## config.mk

```make
export PLATFORM = sky130hd
export DESIGN_NAME = wildcard_pattern_matcher_top
export DESIGN_NICKNAME = d
export VERILOG_FILES = /design/src/sv/wpm_pkg.sv /design/src/sv/wpm_cell.sv /design/src/sv/wpm_obuf.sv /design/src/sv/wildcard_pattern_matcher_top.sv
export SDC_FILE = /design/constraint.sdc
export NUM_CORES = 1
export LEC_CHECK = 0
export BUFFER_PORTS_ARGS = -buffer_cell sky130_fd_sc_hd__buf_4
export CAP_MARGIN = 30
export CORE_AREA = 8 8 245 247
export CTS_CLUSTER_SIZE = 14
export DETAILED_ROUTE_END_ITERATION = 10
export DIE_AREA = 0 0 253 255
export GPL_TIMING_DRIVEN = 0
export PLACE_DENSITY = 0.72
export SLEW_MARGIN = 20
export SYNTH_ARGS = -nofsm -noshare
export SYNTH_HDL_FRONTEND = slang
export SYNTH_SLANG_ARGS = --single-unit
```

## constraint.sdc

```tcl
create_clock -name i_clk -period 4 [get_ports i_clk]
set_clock_uncertainty 0.15 [all_clocks]
set_input_delay 0 -clock i_clk [delete_from_list [all_inputs] [get_ports i_clk]]
set_output_delay 0 -clock i_clk [all_outputs]
set_load 0.05 [all_outputs]
```

## src/sv/wpm_pkg.sv

```systemverilog
// Shared types and constants for the wildcard pattern matcher.
// Used by the match cells and the top level; no dependencies.
`default_nettype none

package wpm_pkg;

    localparam int SYM_W = 5;
    localparam logic [SYM_W-1:0] SYM_WILDCARD = 5'd26;

    typedef enum logic [1:0] {
        OP_LOAD    = 2'd0,
        OP_TEXT    = 2'd1,
        OP_RESTART = 2'd2
    } t_opcode;

    // Control broadcast from the top level to every cell in the row.
    typedef struct packed {
        logic             text_en;
        logic             load_en;
        logic             clear;
        logic [SYM_W-1:0] letter;
        logic [5:0]       wr_index;
    } t_cell_ctrl;

endpackage

`default_nettype wire

```

## src/sv/wpm_cell.sv

```systemverilog
// One match cell: one pattern symbol and one bit of the match vector.
// Depends on wpm_pkg.
`default_nettype none

module wpm_cell
    import wpm_pkg::*;
#(
    parameter int IDX = 0
) (
    input  wire              i_clk,
    input  wire              i_rst_n,
    input  wire t_cell_ctrl  i_ctrl,
    input  wire              i_prev_match,
    output logic             o_match,
    output logic             o_next_match
);

    logic [SYM_W-1:0] r_sym;
    logic             r_match;
    logic             sym_hit;
    logic             wr_here;

    assign wr_here = i_ctrl.load_en && (32'(i_ctrl.wr_index) == IDX);
    assign sym_hit = (i_ctrl.letter < SYM_WILDCARD) &&
                     ((r_sym == SYM_WILDCARD) || (r_sym == i_ctrl.letter));

    always_comb begin
        if (i_ctrl.clear) begin
            o_next_match = 1'b0;
        end else if (i_ctrl.text_en) begin
            o_next_match = i_prev_match && sym_hit;
        end else begin
            o_next_match = r_match;
        end
    end

    always_ff @(posedge i_clk) begin
        if (!i_rst_n) begin
            r_sym   <= SYM_WILDCARD;
            r_match <= 1'b0;
        end else begin
            r_match <= o_next_match;
            if (wr_here) begin
                r_sym <= i_ctrl.letter;
            end
        end
    end

    assign o_match = r_match;

endmodule

`default_nettype wire

```

## src/sv/wpm_obuf.sv

```systemverilog
// Output register with one skid entry for the result channel.
// No package dependencies.
`default_nettype none

module wpm_obuf #(
    parameter int W = 32
) (
    input  wire          i_clk,
    input  wire          i_rst_n,
    input  wire          i_res_valid,
    input  wire [W-1:0]  i_res_data,
    output logic         o_full,
    output logic         o_valid,
    input  wire          i_stall,
    output logic [W-1:0] o_data
);

    logic         r_out_v;
    logic [W-1:0] r_out;
    logic         r_skid_v;
    logic [W-1:0] r_skid;
    logic         out_fire;

    assign out_fire = r_out_v && !i_stall;

    always_ff @(posedge i_clk) begin
        if (!i_rst_n) begin
            r_out_v  <= 1'b0;
            r_skid_v <= 1'b0;
        end else if (r_skid_v) begin
            // input is held off while the skid entry is occupied
            if (out_fire) begin
                r_out    <= r_skid;
                r_skid_v <= 1'b0;
            end
        end else if (!r_out_v || out_fire) begin
            r_out_v <= i_res_valid;
            r_out   <= i_res_data;
        end else if (i_res_valid) begin
            r_skid   <= i_res_data;
            r_skid_v <= 1'b1;
        end
    end

    assign o_full  = r_skid_v;
    assign o_valid = r_out_v;
    assign o_data  = r_out;

endmodule

`default_nettype wire

```

## src/sv/wildcard_pattern_matcher_top.sv

```systemverilog
// Top level of the wildcard pattern matcher: row of match cells plus output buffer.
// Depends on wpm_pkg, wpm_cell and wpm_obuf.
//
// Usage:
//   Input channel (i_in_valid / o_in_stall) carries one item per accept:
//     OP_LOAD writes i_symbol at i_pattern_index and clears match progress;
//     OP_TEXT feeds one letter; OP_RESTART resets the text position to zero.
//   Output channel (o_out_valid / i_out_stall) carries the start position of
//     every full-length window that matches, at most one per text item.
//   Config channel (i_cfg_valid / o_cfg_ready) writes pattern_length; write it
//     only while idle. o_cfg_ready is always high.
// Throughput: one item per cycle while o_in_stall is low, set by the cell row, which
//   updates every match bit from its neighbor's stored bit on each text item.
// Result path: each result is registered (output register or skid) before o_out_valid.
// Stall: a stalled result holds in the output register; one more result fits
//   in the skid entry, and o_in_stall rises only while that entry is full.
// Reset: all pattern symbols are wildcards, length is 1, match vector and text
//   position are zero, both channels empty.
`default_nettype none

module wildcard_pattern_matcher_top
    import wpm_pkg::*;
#(
    parameter int PATTERN_MAX = 64
) (
    input  wire         i_clk,
    input  wire         i_rst_n,
    input  wire         i_in_valid,
    output logic        o_in_stall,
    input  wire  [1:0]  i_opcode,
    input  wire  [4:0]  i_symbol,
    input  wire  [5:0]  i_pattern_index,
    output logic        o_out_valid,
    input  wire         i_out_stall,
    output logic [31:0] o_start_position,
    input  wire         i_cfg_valid,
    output logic        o_cfg_ready,
    input  wire  [6:0]  i_cfg_data
);

    localparam int IW = (PATTERN_MAX > 1) ? $clog2(PATTERN_MAX) : 1;
    localparam int LW = ($clog2(PATTERN_MAX + 1) > 7) ? $clog2(PATTERN_MAX + 1) : 7;

    logic [IW-1:0]          r_last;    // effective length minus one
    logic [IW-1:0]          n_last;
    logic [31:0]            r_pos;     // position of the next text letter
    logic [LW-1:0]          len_ext;
    logic [LW-1:0]          len_eff;
    logic                   in_fire;
    logic                   load_ok;
    logic                   res_valid;
    logic [31:0]            res_pos;
    t_opcode                op;
    t_cell_ctrl             ctrl;
    logic [PATTERN_MAX-1:0] match;
    logic [PATTERN_MAX-1:0] next_match;
    logic [PATTERN_MAX-1:0] prev_match;

    assign in_fire = i_in_valid && !o_in_stall;
    assign op      = t_opcode'(i_opcode);
    assign load_ok = (32'(i_pattern_index) < PATTERN_MAX);

    // Decode the item into the broadcast control for the cell row.
    always_comb begin
        ctrl          = '0;
        ctrl.letter   = i_symbol;
        ctrl.wr_index = i_pattern_index;
        if (in_fire) begin
            case (op)
                OP_LOAD: begin
                    ctrl.load_en = load_ok;
                    ctrl.clear   = load_ok;
                end
                OP_TEXT: begin
                    ctrl.text_en = 1'b1;
                end
                OP_RESTART: begin
                    ctrl.clear = 1'b1;
                end
                default: begin
                    // drop the unused opcode
                end
            endcase
        end
    end

    // Cell 0 always sees a match to its left; each other cell takes its
    // neighbor's stored bit.
    genvar k;
    generate
        for (k = 0; k < PATTERN_MAX; k++) begin : g_cell
            if (k == 0) begin : g_first
                assign prev_match[k] = 1'b1;
            end else begin : g_rest
                assign prev_match[k] = match[k-1];
            end

            wpm_cell #(
                .IDX (k)
            ) u_cell (
                .i_clk        (i_clk),
                .i_rst_n      (i_rst_n),
                .i_ctrl       (ctrl),
                .i_prev_match (prev_match[k]),
                .o_match      (match[k]),
                .o_next_match (next_match[k])
            );
        end
    endgenerate

    // Clamp the written length to 1..PATTERN_MAX and keep it as a bit index.
    always_comb begin
        len_ext = LW'(i_cfg_data);
        if (len_ext == '0) begin
            len_eff = LW'(1);
        end else if (len_ext > LW'(PATTERN_MAX)) begin
            len_eff = LW'(PATTERN_MAX);
        end else begin
            len_eff = len_ext;
        end
        n_last = IW'(len_eff - LW'(1));
    end

    always_ff @(posedge i_clk) begin
        if (!i_rst_n) begin
            r_last <= '0;
            r_pos  <= '0;
        end else begin
            if (i_cfg_valid && o_cfg_ready) begin
                r_last <= n_last;
            end
            if (in_fire && op == OP_TEXT) begin
                r_pos <= r_pos + 32'd1;
            end else if (in_fire && op == OP_RESTART) begin
                r_pos <= '0;
            end
        end
    end

    // A full window ends at this letter when the last pattern bit sets.
    assign res_valid = ctrl.text_en && next_match[r_last];
    assign res_pos   = r_pos - 32'(r_last);

    wpm_obuf #(
        .W (32)
    ) u_obuf (
        .i_clk       (i_clk),
        .i_rst_n     (i_rst_n),
        .i_res_valid (res_valid),
        .i_res_data  (res_pos),
        .o_full      (o_in_stall),
        .o_valid     (o_out_valid),
        .i_stall     (i_out_stall),
        .o_data      (o_start_position)
    );

    assign o_cfg_ready = 1'b1;

endmodule

`default_nettype wire

```

==> out/metrics.yaml <==
outcome: "finished, final reports clean"
final_cell_area_um2: 28460
endpoint_kind: "register"
syn_nets: 2916
maxSlewHeadroom_pct: 22.58
place_area_um2: 26460
n_fill_cell: 5342
routed_via_density: 6.041
die_y_um: 255
initial_core_util_pct: 44.68
synth.distinct_cells: 82
n_antenna_cell: 0
antenna_found_initial: 2
final_antenna_net_count: 0
core_area_um2: 55950
setup_slack_ns: 0.04994
firstDrtPassIters: 6
io_pins: 60
clk_transition_reported_paths_ns: 0.06
syn_to_final_growth_pct: 13.84
cts_tree: "built"
finalSetupViolCount: 0
die_w_um: 253
ctsLongestPathBuffers: 3
clock_latency_ns: 0.62
synth_area_leaders: "dfxtp_1, nand3_1, edfxtp_1"
maxSlewViolCount: 0
holdPathStages: 5
place_congestion: 1.031
drc: 0
power_uw: 11190
ys.flop_type: "dfxtp_1"
yosysSeqAreaShare_pct: 41.65
cap_violations: 0
hold-worst-slack_ns: 0.1081
syn_area_um2: 25000
ys_warn_count: 0
fmax_ghz: 0.2532
place_ws_ns: -0.06010
arrival_ns: 4.11
grt_util_all_layers_pct: 26.75
rsz0062_at_grt: "no"
p_per_area_nw_per_um2: 393.2
r2r_cells: 11
min_path_type: "input pin to register"
hpwl_um: 62780
die_area_um2: 64520
clock_sinks: 488
drive_above_1_share_pct: 8.738
hold_violations: 0
syn_avg_cell_area_um2: 8.673
fin_crit_sh_pct: 98.75
start_kind: "register"
portBuffers: 55
htreeDepth: 2
routed_wl_um: 89220
synth_edf_count: 64
min_period_ns: 3.950
cp.required_ns: 4.16
synth.largest_area_cell: "dfxtp_1"
yosys.area.top_type_share_pct: 33.96
numCtsBuffers: 52
cts_root_buf: "clkbuf_16"
grt_max_degree: 30
criticalPathCategory: "register to register"
drt_iter0_drc: 3054
ys_ff_latch: 488
grt.overflow.total: 0
vias: 23095
worst_pin_slew_ns: 1.151
finalNetCount: 3057
p_leak_uw: 0.01054
grt_pass1_wl_um: 132300
async_flop_share_pct: 0
routedWlPerCell_um: 23.34
grt_pass1_vias: 21250
synthCells: 2882
vdd_drop_max_mv: 0.3112
fin_tns_setup_ns: 0
row_count: 87
cp_max_fo: 29
[synthesized netlist by cell type, types with 12 or more instances]
cell,n
a21oi_1,91
a21boi_0,47
o211ai_1,12
buf_4,20
and2_1,33
clkbuf_1,158
nor3_1,32
nor2b_1,66
a31oi_1,13
nor4_1,13
nor2_1,93
mux2_2,31
edfxtp_1,64
a32oi_1,30
nand2b_1,14
nand4_1,19
dfxtp_1,424
o21ai_0,44
o31ai_1,42
inv_1,18
xnor2_1,215
nor3b_1,15
buf_1,15
buf_2,22
nor4bb_1,42
mux2i_1,112
nand3_1,459
nand2_1,447
xor2_1,132
[logic make-up (layout without fill, tap and decap cells)]
group	count (synthesis)	count (layout)	share of synthesized area [%]
AOI/OAI and AO/OA	362	362	9.906
adders and majority gates	9	9	0.4805
muxes	144	144	5.972
other	1	1	0.01500
and+or+nand+nor	1287	1287	25.48
xor gates and xnor gates	347	347	12.16
buffers and inverters	244	429	4.345
DFF	488	488	41.65
[sequential cells by signal, summed over array words and instances, names as in the netlist]
name                   cells
u_obuf.o_data             32
u_obuf.o_full              1
g_cell.u_cell.r_sym      320
g_cell.u_cell.o_match     64
u_obuf.r_skid             32
r_pos                     32
r_last                     6
u_obuf.o_valid             1
[per-layer routing]
metal | vias up | GRT usage, % | wire length (µm)
met2 | 1417 | 39.68 | 37000
met4 | 2 | 15.65 | 5830
met3 | 316 | 7.624 | 11310
li1 | 10349 | - | -
met5 | - | 0 | 11
met1 | 11011 | 34.52 | 35070
[critical path, stage by stage, from the launching register on]
cell	delay [ns]
dfxtp_1	0.35
clkbuf_1	0.50
inv_1	0.29
nor2_1	0.65
nand2_1	0.33
a221o_1	0.36
nand4_1	0.10
a211oi_1	0.08
o2111ai_1	0.24
o21ai_2	0.14
nor2_4	0.21
buf_12	0.22
[final cells by class]
class	instances	area, µm²	share of cell area, %
timing repair buffer	88	750.7	2.638
inverter	20	78.83	0.2770
multi-input combinational	2150	13540	47.58
sequential	488	10410	36.58
clock inverter	21	172.7	0.6068
clock buffer	77	1548	5.439
tap	756	945.9	3.324
buffer	223	1010	3.548
[placed cells by master, fill, tap and decap left out, drive strengths merged, types with 91 or more instances in the layout]
cell and n:
nor2 95, xor2 132, buf 128, mux2i 112
clkbuf 236, dfxtp 424, nand3 459, a21oi 91
nand2 447, xnor2 215
[through the flow]
| step | util [%] | std cells |
|---|---|---|
| global placement | 47.11 | 3693 |
| CTS | 50.79 | 3820 |
| detailed placement | 47.29 | 3698 |
| floorplan | - | 2882 |
| finish | 50.86 | 3823 |
| global route | 50.86 | 3823 |
[final timing paths]
check	from	endpoint	slack [ns]
max	r_last[0]	u_obuf.r_skid[18]	0.05
min	i_pattern_index[0]	g_cell[37].u_cell.r_sym[0]	0.11
max reg2reg	r_last[0]	u_obuf.r_skid[18]	0.05
min reg2reg	g_cell[52].u_cell.r_sym[0]	g_cell[52].u_cell.r_sym[0]	0.34
[what timing repair did]
action / CTS / global route
setup endpoints to repair: 5 / 49
hold endpoints to repair: 134 / 0
resized for setup: 1 / 4
setup buffers: 0 / 0
hold buffers: 24 / 0
[report_power, final]
| group | switching (µW) | internal [µW] |
|---|---|---|
| sequential | 23.0 | 5020 |
| clock | 2120 | 2810 |
| combinational | 854 | 361 |
| total | 3000 | 8190 |
No activity file was read; power rests on OpenSTA's default activity.
